[src/hw/rtl/rssd_pkg.sv]
// ----------------------------------------------------------------------------
// rssd_pkg: shared types and constants for the running sum of squared deviations
// Operation and status codes, sequencer states and the result records of the
// shared multiplier and divider.
// ----------------------------------------------------------------------------
package rssd_pkg;

  localparam int RSSD_COUNT_WIDTH     = 32;
  localparam int RSSD_COUNT_WIDTH_MAX = 48;  // widest count the design supports
  localparam int RSSD_DIV_IDX_W       = 7;   // step index over a 128-bit dividend

  localparam logic [63:0] S64_MAX = {1'b0, {63{1'b1}}};
  localparam logic [63:0] S64_MIN = {1'b1, {63{1'b0}}};

  typedef enum logic [1:0] {
    FUNC_ADD   = 2'd0,
    FUNC_DROP  = 2'd1,
    FUNC_MERGE = 2'd2,
    FUNC_CLEAR = 2'd3
  } rssd_func_e;

  typedef enum logic [1:0] {
    STAT_OK         = 2'd0,
    STAT_DROP_EMPTY = 2'd1,
    STAT_SAT        = 2'd2
  } rssd_status_e;

  typedef enum logic [4:0] {
    ST_IDLE,
    ST_DISPATCH,
    ST_DX,
    ST_DIV_Q,
    ST_WAIT_Q,
    ST_MEAN,
    ST_RESID,
    ST_MUL_P,
    ST_WAIT_P,
    ST_SUM,
    ST_M_DELTA,
    ST_M_MUL_U,
    ST_M_WAIT_MU,
    ST_M_WAIT_DU,
    ST_M_MEAN,
    ST_M_WAIT_SQ,
    ST_M_WAIT_PC,
    ST_M_WAIT_K,
    ST_M_WAIT_TK,
    ST_M_WAIT_TR,
    ST_M_WAIT_DR,
    ST_M_TERM,
    ST_M_SUM1,
    ST_M_SUM2,
    ST_FINISH
  } rssd_state_e;

  // saturating arithmetic result
  typedef struct packed {
    logic               sat;
    logic signed [63:0] val;
  } rssd_sres_t;

  typedef struct packed {
    logic         done;
    logic [127:0] prod;
  } rssd_mul_res_t;

  typedef struct packed {
    logic        done;
    logic        over;  // quotient did not fit 64 bits, quo is all ones
    logic [63:0] quo;
  } rssd_div_res_t;

endpackage

[src/hw/rtl/rssd_mul.sv]
// ----------------------------------------------------------------------------
// rssd_mul: iterative 64x64 unsigned multiplier
// One 32x32 multiplier, four partial products accumulated into 128 bits.
// ----------------------------------------------------------------------------
module rssd_mul (
  input  logic                    clk_i,
  input  logic                    rst_ni,
  input  logic                    start_i,
  input  logic [63:0]             a_i,
  input  logic [63:0]             b_i,
  output rssd_pkg::rssd_mul_res_t res_o
);
  import rssd_pkg::*;

  logic [63:0]  a_q, b_q, pp_q;
  logic [1:0]   sh_q, sh_sel;
  logic [127:0] acc_q;
  logic [2:0]   step_q;
  logic         busy_q, pp_vld_q, done_q;
  logic [31:0]  op_a, op_b;

  // partial product order: a0*b0, a0*b1, a1*b0, a1*b1
  always_comb begin
    case (step_q[1:0])
      2'd0: begin
        op_a = a_q[31:0];  op_b = b_q[31:0];  sh_sel = 2'd0;
      end
      2'd1: begin
        op_a = a_q[31:0];  op_b = b_q[63:32]; sh_sel = 2'd1;
      end
      2'd2: begin
        op_a = a_q[63:32]; op_b = b_q[31:0];  sh_sel = 2'd1;
      end
      default: begin
        op_a = a_q[63:32]; op_b = b_q[63:32]; sh_sel = 2'd2;
      end
    endcase
  end

  always_ff @(posedge clk_i or negedge rst_ni) begin
    if (!rst_ni) begin
      busy_q   <= 1'b0;
      step_q   <= '0;
      pp_vld_q <= 1'b0;
      done_q   <= 1'b0;
    end else if (start_i) begin
      busy_q   <= 1'b1;
      step_q   <= '0;
      pp_vld_q <= 1'b0;
      done_q   <= 1'b0;
    end else if (busy_q) begin
      step_q   <= step_q + 3'd1;
      pp_vld_q <= !step_q[2];
      if (step_q[2]) begin
        busy_q <= 1'b0;
        done_q <= 1'b1;
      end else begin
        done_q <= 1'b0;
      end
    end else begin
      pp_vld_q <= 1'b0;
      done_q   <= 1'b0;
    end
  end

  always_ff @(posedge clk_i) begin
    if (start_i) begin
      a_q   <= a_i;
      b_q   <= b_i;
      acc_q <= '0;
    end else if (busy_q) begin
      if (!step_q[2]) begin
        pp_q <= {32'b0, op_a} * {32'b0, op_b};
        sh_q <= sh_sel;
      end
      if (pp_vld_q) begin
        acc_q <= acc_q + ({64'b0, pp_q} << {sh_q, 5'b0});
      end
    end
  end

  assign res_o.done = done_q;
  assign res_o.prod = acc_q;

endmodule

[config.mk]
export PLATFORM = sky130hd
export DESIGN_NAME = rssd_mul
export DESIGN_NICKNAME = d
export VERILOG_FILES = /design/src/hw/rtl/rssd_pkg.sv /design/src/hw/rtl/rssd_mul.sv
export SDC_FILE = /design/constraint.sdc
export NUM_CORES = 2
export LEC_CHECK = 0
export ABC_AREA = 1
export BUFFER_PORTS_ARGS = -buffer_cell sky130_fd_sc_hd__buf_2
export CAP_MARGIN = 0
export CORE_MARGIN = 5
export CORE_UTILIZATION = 45
export DETAILED_ROUTE_END_ITERATION = 10
export PLACE_DENSITY_LB_ADDON = 0.05
export SYNTH_ARGS = -nofsm -noshare
export SYNTH_HDL_FRONTEND = slang
export SYNTH_SLANG_ARGS = --single-unit
[constraint.sdc]
create_clock -name clk_i -period 15.8 [get_ports clk_i]
set_input_delay 3.16 -clock clk_i [delete_from_list [all_inputs] [get_ports clk_i]]
set_output_delay 3.16 -clock clk_i [all_outputs]
set_load 0.01 [all_outputs]
==> run_results.csv <==
group,metric,value,unit
run_status,status,"complete, no violations",
setup_path,startpoint_type,"flop",
cts,numCtsBuffers,46,
synthesis,synthMuxAreaShare,0,%
cts,hold_buffers,0,
sta,hold_viol_final,0,
placement,io_buffers,259,
sta,timing.setup.tns,0,ps
cts,cts_resized,0,
synthesis,seq_area_frac_synth,14.25,%
grt,antenna_found_initial,1,
cts,tritoncts,"built",
final_layout,final_cell_mix,"nand2_1 (2,356), inv_1 (2,152), nor2_1 (1,282), fa_1 (897), ha_1 (395)",
floorplan,start_util,45.41,%
setup_path,crit_path_max_fanout,55,
synthesis,synthAdderAreaFrac,38.22,%
cts,insertion_delay,680,ps
sta,skew,41.14,ps
sta,final_max_slew_viol_count,0,
synthesis,syn_inst,8630,
detailed_routing,drcViolationCount,0,
floorplan,die_y,374.9,µm
synthesis,avgSynthCellArea,6.944,µm²
final_layout,seqCellArea,8538,µm²
detailed_routing,drtIter0Drc,4455,
synthesis,ys_ff_latch,328,
final_layout,nets,10210,
grt,grt_max_degree,98,
grt,overflow,0,
detailed_routing,wl_per_cell,23.81,µm
cts,cts-root-buf,"clkbuf_16",
synthesis,ys_types,47,
synthesis,syn_area,59920,µm²
sta,relSlewSlack,18.42,%
final_layout,multiInputGateArea,42350,µm²
synthesis,synth_top_family_by_area,"adder cells",
synthesis,ys.warnings.count,0,
setup_path,critPathKind,"flop to flop",
setup_path,worstSetupEndpointType,"flop",
detailed_routing,vias_per_cell,5.148,
sta,grt_setup_unrepaired,"no",
sta,min_period,10180,ps
sta,period_share,64.45,%
grt,grt_pass1_wl,365200,µm
detailed_routing,drt_wl_total,252000,µm
final_layout,final_common_cell,"nand2_1",
final_layout,area_delta_synth_final,8.164,%
placement,dp_hpwl,207600,µm
synthesis,synthXorXnorAreaFrac,1.695,%
setup_path,worstPathArrival,10580,ps
grt,grtUsageTotal,35.51,%
cts,clk_pin_slew,60,ps
sta,setup_viol,0,
floorplan,io_pins,260,
floorplan,num_rows,133,
synthesis,synth_fp_nets,10050,
floorplan,core,132000,µm²
floorplan,die_w,374.9,µm
cts,post_cts_buffers,0,
placement,placed_area,63270,µm²
sta,worst_pin_slew,1216,ps
grt,grt_pass1_vias,55450,
sta,fmaxAchievable,98.20,MHz
detailed_routing,vias,54480,
final_layout,num-fill-cells,13780,
cts,cts_max_level,2,
cts,cts.sinks,328,
placement,gp_congestion,1.026,
setup_path,crit_required,16190,ps
synthesis,synth_compound_area_share,4.564,%
final_layout,stdcell_area,64810,µm²
hold_path,min_path_type,"flop to flop",
final_layout,drive_above_1_share,6.516,%
flow_run,drv_cap,0,
detailed_routing,dr.pass1.iters,7,
synthesis,synth-simple-area-share,26.03,%
detailed_routing,ant_nets,0,
floorplan,die_area,140600,µm²
cts,clockBufferDepth,3,
## metrics by stage
stage	cells	util (%)	hold slack (ps)	setup slack [ps]
floorplan	8630	-	447.0	8280
global placement	10500	47.94	508.8	5641
detailed placement	10500	47.95	521.4	5638
CTS	10580	49.11	528.9	5614
global route	10580	49.11	558.4	5168
finish	10580	49.12	521.3	5616
## cell type report
type	instances	area share (%)
Multi-Input combinational cell	5879	65.34
Sequential cell	328	13.17
Inverter	2186	12.67
Tap cell	1755	3.388
Timing Repair Buffer	349	3.058
Clock buffer	51	1.805
Clock inverter	32	0.5656
Antenna cell	2	0.007722
## worst paths after layout
kind,depth (start not counted),to,start,slack (ps)
max reg2reg,27,pp_q[45]$_DFFE_PP_,step_q[0]$_DFFE_PN0P_,5620
min,2,acc_q[0]$_SDFFE_PP0P_,acc_q[0]$_SDFFE_PP0P_,520
min reg2reg,2,acc_q[0]$_SDFFE_PP0P_,acc_q[0]$_SDFFE_PP0P_,520
max in group asynchronous,1,step_q[1]$_DFFE_PN0P_,rst_ni,13330
min in group asynchronous,1,step_q[0]$_DFFE_PN0P_,rst_ni,2320
max,27,pp_q[45]$_DFFE_PP_,step_q[0]$_DFFE_PN0P_,5620
## sequential cells by signal, indices dropped and copies added (netlist names)
name / cells
a_q: 64
step_q: 3
sh_q: 2
pp_vld_q: 1
busy_q: 1
b_q: 64
done_q: 1
acc_q: 128
pp_q: 64
## layer usage
layer	track usage (%)	up-vias	share of wire (%)
met5	0	-	0.0028
met4	22.91	2	8.3
met3	6.152	639	6.9
met2	59.41	2183	46
met1	42.27	26270	38
li1	-	25390	-
## cells in the mapped netlist, drive strengths merged
| cell | count | area, µm² |
|---|---|---|
| a211oi | 1 | 7.510 |
| a21boi | 4 | 33.78 |
| a21o | 8 | 60.06 |
| a21oi | 176 | 884.6 |
| a31oi | 13 | 81.33 |
| and2 | 2 | 13.77 |
| buf | 42 | 201.4 |
| clkbuf | 195 | 732.0 |
| clkinv | 7 | 26.28 |
| dfrtp | 6 | 150.1 |
| dfxtp | 128 | 2562 |
| edfxtp | 194 | 5826 |
| fa | 897 | 17960 |
| ha | 395 | 4942 |
| inv | 2179 | 8179 |
| nand2 | 2380 | 8994 |
| nand3 | 195 | 1036 |
| nand3b | 4 | 33.78 |
| nand4 | 25 | 156.4 |
| nor2 | 1317 | 5064 |
| nor3 | 42 | 260.3 |
| nor4 | 4 | 31.28 |
| o2111ai | 2 | 17.52 |
| o211ai | 11 | 87.58 |
| o21a | 8 | 60.06 |
| o21ai | 264 | 1396 |
| o21bai | 13 | 97.59 |
| o311ai | 1 | 8.760 |
| or2 | 1 | 6.260 |
| xnor2 | 19 | 166.4 |
| xor2 | 97 | 849.6 |
## worst max-delay path, cell delays in order (launching register included)
cell,delay (ps)
dfrtp_1,420
inv_1,90
ha_1,270
nor2_4,250
buf_4,620
nand2_1,110
o21ai_1,680
inv_2,650
nor2_1,310
fa_1,480
fa_1,450
fa_1,560
inv_1,110
fa_1,510
inv_1,60
fa_1,500
fa_1,570
fa_1,420
fa_1,450
ha_1,400
nand2_1,80
nand2_1,110
a21boi_0,150
o21ai_0,530
a21oi_1,70
o21ai_1,290
a21oi_1,230
xnor2_1,430
## logic make-up after synthesis
| family | after synthesis |
|---|---|
| and+or+nand+nor | 3970 |
| buffers and inverters | 2423 |
| adders and majority gates | 1292 |
| AOI/OAI and AO/OA | 501 |
| DFF | 328 |
| xor gates and xnor gates | 116 |
Power is left out: the tool's default activity adds up to more than one toggle a clock period on the data nets, which glitch-free logic cannot reach.
