<file path="src/hw/rtl/rssd_pkg.sv">
// ----------------------------------------------------------------------------
// rssd_pkg: shared types and constants for the running sum of squared deviations
// Operation and status codes, sequencer states and the result records of the
// shared multiplier and divider.
// ----------------------------------------------------------------------------
package rssd_pkg;

  localparam int RSSD_COUNT_WIDTH     = 32;
  localparam int RSSD_COUNT_WIDTH_MAX = 48;  // widest count the design supports
  localparam int RSSD_DIV_IDX_W       = 7;   // step index over a 128-bit dividend

  localparam logic [63:0] S64_MAX = {1'b0, {63{1'b1}}};
  localparam logic [63:0] S64_MIN = {1'b1, {63{1'b0}}};

  typedef enum logic [1:0] {
    FUNC_ADD   = 2'd0,
    FUNC_DROP  = 2'd1,
    FUNC_MERGE = 2'd2,
    FUNC_CLEAR = 2'd3
  } rssd_func_e;

  typedef enum logic [1:0] {
    STAT_OK         = 2'd0,
    STAT_DROP_EMPTY = 2'd1,
    STAT_SAT        = 2'd2
  } rssd_status_e;

  typedef enum logic [4:0] {
    ST_IDLE,
    ST_DISPATCH,
    ST_DX,
    ST_DIV_Q,
    ST_WAIT_Q,
    ST_MEAN,
    ST_RESID,
    ST_MUL_P,
    ST_WAIT_P,
    ST_SUM,
    ST_M_DELTA,
    ST_M_MUL_U,
    ST_M_WAIT_MU,
    ST_M_WAIT_DU,
    ST_M_MEAN,
    ST_M_WAIT_SQ,
    ST_M_WAIT_PC,
    ST_M_WAIT_K,
    ST_M_WAIT_TK,
    ST_M_WAIT_TR,
    ST_M_WAIT_DR,
    ST_M_TERM,
    ST_M_SUM1,
    ST_M_SUM2,
    ST_FINISH
  } rssd_state_e;

  // saturating arithmetic result
  typedef struct packed {
    logic               sat;
    logic signed [63:0] val;
  } rssd_sres_t;

  typedef struct packed {
    logic         done;
    logic [127:0] prod;
  } rssd_mul_res_t;

  typedef struct packed {
    logic        done;
    logic        over;  // quotient did not fit 64 bits, quo is all ones
    logic [63:0] quo;
  } rssd_div_res_t;

endpackage

</file>
<file path="src/hw/rtl/rssd_div.sv">
// ----------------------------------------------------------------------------
// rssd_div: restoring divider, 128-bit dividend by a narrow divisor
// One quotient bit per cycle; 64 steps when the upper half is zero, else 128.
// ----------------------------------------------------------------------------
module rssd_div #(
  parameter int DEN_WIDTH = rssd_pkg::RSSD_COUNT_WIDTH + 1
) (
  input  logic                    clk_i,
  input  logic                    rst_ni,
  input  logic                    start_i,
  input  logic [127:0]            num_i,
  input  logic [DEN_WIDTH-1:0]    den_i,
  output rssd_pkg::rssd_div_res_t res_o,
  output logic [DEN_WIDTH-1:0]    rem_o
);
  import rssd_pkg::*;

  localparam logic [RSSD_DIV_IDX_W-1:0] IDX_HALF = RSSD_DIV_IDX_W'(63);
  localparam logic [RSSD_DIV_IDX_W-1:0] IDX_FULL = RSSD_DIV_IDX_W'(127);

  logic [127:0]               num_q;
  logic [DEN_WIDTH-1:0]       den_q, r_q, r_d;
  logic [63:0]                q_q;
  logic                       over_q, busy_q, done_q, ge;
  logic [RSSD_DIV_IDX_W-1:0]  idx_q;
  logic [DEN_WIDTH:0]         trial, diff;

  assign trial = {r_q, num_q[127]};
  assign diff  = trial - {1'b0, den_q};
  assign ge    = trial >= {1'b0, den_q};
  assign r_d   = ge ? diff[DEN_WIDTH-1:0] : trial[DEN_WIDTH-1:0];

  always_ff @(posedge clk_i or negedge rst_ni) begin
    if (!rst_ni) begin
      busy_q <= 1'b0;
      done_q <= 1'b0;
    end else if (start_i) begin
      busy_q <= 1'b1;
      done_q <= 1'b0;
    end else if (busy_q && idx_q == '0) begin
      busy_q <= 1'b0;
      done_q <= 1'b1;
    end else begin
      done_q <= 1'b0;
    end
  end

  always_ff @(posedge clk_i) begin
    if (start_i) begin
      // leading zero half contributes nothing: skip it
      if (num_i[127:64] == '0) begin
        num_q <= {num_i[63:0], 64'b0};
        idx_q <= IDX_HALF;
      end else begin
        num_q <= num_i;
        idx_q <= IDX_FULL;
      end
      den_q  <= den_i;
      r_q    <= '0;
      q_q    <= '0;
      over_q <= 1'b0;
    end else if (busy_q) begin
      num_q <= {num_q[126:0], 1'b0};
      r_q   <= r_d;
      q_q   <= {q_q[62:0], ge};
      if (ge && idx_q[RSSD_DIV_IDX_W-1]) begin
        over_q <= 1'b1;
      end
      idx_q <= idx_q - RSSD_DIV_IDX_W'(1);
    end
  end

  assign res_o.done = done_q;
  assign res_o.over = over_q;
  assign res_o.quo  = over_q ? '1 : q_q;
  assign rem_o      = r_q;

endmodule

</file>
<file path="config.mk">
export PLATFORM = sky130hd
export DESIGN_NAME = rssd_div
export DESIGN_NICKNAME = d
export VERILOG_FILES = /design/src/hw/rtl/rssd_pkg.sv /design/src/hw/rtl/rssd_div.sv
export SDC_FILE = /design/constraint.sdc
export NUM_CORES = 1
export LEC_CHECK = 0
export BUFFER_PORTS_ARGS = -buffer_cell sky130_fd_sc_hd__buf_2
export CAP_MARGIN = 5
export CORE_ASPECT_RATIO = 0.9
export CORE_MARGIN = 2
export CORE_UTILIZATION = 56
export CTS_BUF_LIST = sky130_fd_sc_hd__clkbuf_16
export DETAILED_ROUTE_END_ITERATION = 7
export PLACE_DENSITY_LB_ADDON = 0.12
export REMOVE_ABC_BUFFERS = 1
export SETUP_SLACK_MARGIN = 0.2
export SYNTH_ARGS = -nofsm -noshare
export SYNTH_HDL_FRONTEND = slang
export SYNTH_SLANG_ARGS = --single-unit
export TNS_END_PERCENT = 50
</file>
<file path="constraint.sdc">
create_clock -name clk_i -period 5.54 [get_ports clk_i]
set_input_delay 1.662 -clock clk_i [delete_from_list [all_inputs] [get_ports clk_i]]
set_output_delay 1.662 -clock clk_i [all_outputs]
set_load 0.02 [all_outputs]
</file>
==> flow_summary_export.csv <==
group,metric,value,unit
worst_setup_path,cp_cell_sequence,"buf_2, nor4_1, nand4_1, nor4_2, buf_4, a21oi_1, a21oi_1",
yosys,yosysTopAreaCell,"edfxtp_1",
timing,fin_crit,3760,ps
grt,grt_pass1_vias,9738,
routing,routedWlPerCell,15.5,um
floorplanning,rows,53,
grt,grt_pass1_wl,47900,um
routing,ant_nets,0,
placement,post_dp_cell_area,0.0149,mm2
timing,rsz0062_at_grt,"no",
yosys,ys_seq_area_frac,0.522,
routing,drc,0,
timing,finalCritPeriodShare,0.678,
cells_and_area,design_area,0.0159,mm2
clocking,clk_latency,550,ps
yosys,synthMuxAreaShare,0.0660,
routing,wirelength,29900,um
clocking,path_clk_slew,60,ps
yosys,synth-edff-count,168,
timing,finalHoldViolCount,0,
yosys,syn_inst,1388,
cells_and_area,instances_no_fill,1926,
routing,first_iter_violations,721,
pwr,cellPowerDensity,382,mW/mm2
timing,slew_viol_final,0,
floorplanning,die_h,151,um
clocking,cts.htree.levels,1,
worst_setup_path,max_stage_delay,760,ps
yosys,synth_top_family_by_area,"compound AO/OA/AOI/OAI gates",
clocking,cts_buffers,28,
timing,worst_pin_slew,951,ps
cells_and_area,nNetsFinal,1796,
floorplanning,core_area,0.0235,mm2
yosys,avgSynthCellArea,9.74,um2
yosys,synth-compound-area-share,0.154,
clocking,postCtsSetupBuffers,0,
grt,grt_usage,0.230,
placement,port_buffers,262,
clocking,cts_sinks,268,
placement,post-place-cells,1869,
clocking,cts_tree,"built",
cells_and_area,nFillCells,1928,
pwr,vdd_drop_max,0.280,mV
routing,via_per_inst,5.47,
clocking,cts_hold_buf,0,
placement,globalplace.congestion,0.872,
floorplanning,io_pins,263,
grt,antenna_found_initial,6,
pwr,p_leak,7.57,nW
floorplanning,start_util,0.575,
worst_setup_path,cp_common_cell,"a21oi_1",
yosys,syn_area,0.0135,mm2
worst_setup_path,required,5940,ps
placement,dp_hpwl,20800,um
clocking,root_buffer,"clkbuf_16",
yosys,synth_flop_cell,"edfxtp_1",
timing,slew_headroom,0.366,
grt,grt_overflow,0,
cells_and_area,area_delta_synth_final,17.3,%
worst_setup_path,cp-start-kind,"input port",
yosys,synthTopCellsByArea,"edfxtp_1 (37%), dfxtp_1 (15%), mux2i_1 (6.4%)",
yosys,synth_seq_cells,268,
timing,max_freq,266,MHz
clocking,clk_path_buf_depth,3,
clocking,ctsResizeCount,0,
yosys,synthArstFlopShare,0.00746,
routing,drt_pass1_iterations,5,
floorplanning,chipWidth,168,um
outcome,status,"finished clean",
yosys,synthAdderAreaFrac,0.0329,
yosys,ys_types,63,
routing,via_count,10500,
cells_and_area,drive_gt1_frac,0.247,
worst_setup_path,cp.arrival,4150,ps
yosys,yosysWarnings,0,
worst_setup_path,cpMaxStageDelayCell,"buf_4",
worst_setup_path,critPathCaptureType,"flip-flop",
timing,fin_skew,11.2,ps
worst_setup_path,cp_max_fo,91,
grt,grt_max_degree,243,
worst_hold_path,worstHoldPathType,"reg2reg",
yosys,synth_simple_gate_area_frac,0.145,
floorplanning,dieArea,0.0254,mm2
yosys,synth-xor-area-share,0.0207,
flow_run,max_cap_viol_count,0,
timing,setup_viol,0,
yosys,synthDominantCellAreaShare,0.373,
worst_setup_path,path_class,"in2reg",
[layout make-up]
| type | instances | area (um2) | area share |
|---|---|---|---|
| clock inverter | 24 | 210 | 0.0133 |
| clock buffer | 28 | 701 | 0.0442 |
| multi-input combinational | 919 | 5680 | 0.358 |
| sequential | 268 | 7060 | 0.445 |
| antenna | 5 | 12.5 | 0.000789 |
| tap | 302 | 378 | 0.0238 |
| timing repair buffer | 271 | 1410 | 0.0891 |
| inverter | 109 | 412 | 0.0259 |
[layout by cell type (no fill, tap or decap), drive strengths merged, types with 18 or more instances in the layout]
| cell | count |
|---|---|
| xnor2 | 21 |
| a211oi | 30 |
| o22ai | 63 |
| nor4 | 18 |
| dfxtp | 98 |
| ha | 34 |
| nand2 | 97 |
| edfxtp | 168 |
| or2 | 65 |
| a21oi | 169 |
| mux2i | 87 |
| nor2 | 179 |
| o21ai | 26 |
| buf | 271 |
| clkbuf | 28 |
| inv | 115 |
[routing by layer]
layer | wire length, um | share of wire | global-route usage
met3 | 1870 | 0.062 | 0.0439
met5 | 18 | 0.00060 | 0
met1 | 13200 | 0.44 | 0.311
met2 | 14000 | 0.47 | 0.383
met4 | 814 | 0.027 | 0.0635
[report_power, final]
part | leakage [nW] | internal (mW) | switching (mW)
Sequential | 2.55 | 2.33 | 0.130
Clock | 0.466 | 1.06 | 0.775
Combinational | 4.55 | 0.734 | 1.02
[path summary, 6_finish.rpt]
| path | to | startpoint | depth (start not counted) | slack, ps |
|---|---|---|---|---|
| setup / recovery | num_q[120]$_DFFE_PP_ | num_i[97] | 7 | 1780 |
| min in group asynchronous | done_q$_DFF_PN0_ | rst_ni | 1 | 880 |
| hold / removal | q_q[63]$_SDFFE_PP0P_ | q_q[63]$_SDFFE_PP0P_ | 2 | 490 |
| hold reg to reg | q_q[63]$_SDFFE_PP0P_ | q_q[63]$_SDFFE_PP0P_ | 2 | 490 |
| max in group asynchronous | busy_q$_DFFE_PN0P_ | rst_ni | 1 | 4560 |
| setup reg to reg | rem_o[9]$_SDFFE_PP0P_ | num_q[127]$_DFFE_PP_ | 13 | 2020 |
[sequential cells by signal (all words and copies together), names as in the netlist]
name / cells
done_q: 1
busy_q: 1
den_q: 33
num_q: 128
over_q: 1
rem_o: 33
idx_q: 7
q_q: 64
[critical path, delay by kind of cell]
| family | cells | cell delay (ps) |
|---|---|---|
| AOI/OAI and AO/OA | 2 | 350 |
| and+or+nand+nor | 3 | 1240 |
| buffers and inverters | 2 | 860 |
[metrics by stage]
step           setup TNS (ps)  power (mW)  hold slack [ps]   util  setup slack, ps
3_3_place_gp                0        4.22              465  0.635             1270
6_report                    0        6.05              489  0.674             1780
5_1_grt                     0        6.38              524  0.674             1650
4_1_cts                     0        6.10              493  0.673             1820
2_1_floorplan         -995680        3.76              452      -            -6580
3_5_place_dp                0        4.26              479  0.635             1240
[synth_stat cells, types with 12 or more instances]
master / instances
nand2_1: 94
o21ai_0: 17
a21oi_1: 168
nor2_1: 179
clkbuf_1: 74
mux2i_1: 87
o22ai_1: 63
nor4_1: 18
a211oi_1: 25
a21o_1: 17
nand2b_1: 12
edfxtp_1: 168
or2_2: 64
xnor2_1: 21
inv_1: 109
dfxtp_1: 98
ha_1: 34
[kinds of logic (layout without fill, tap and decap cells)]
kind of cell    after synthesis  count (layout)
compound gates              340             340
xor+xnor                     32              32
fa+ha+maj                    35              35
buf+inv                     201             432
flops                       268             268
mux                          89              89
other cells                   0               5
simple gates                423             423
Power figures use the tool's default switching activity.
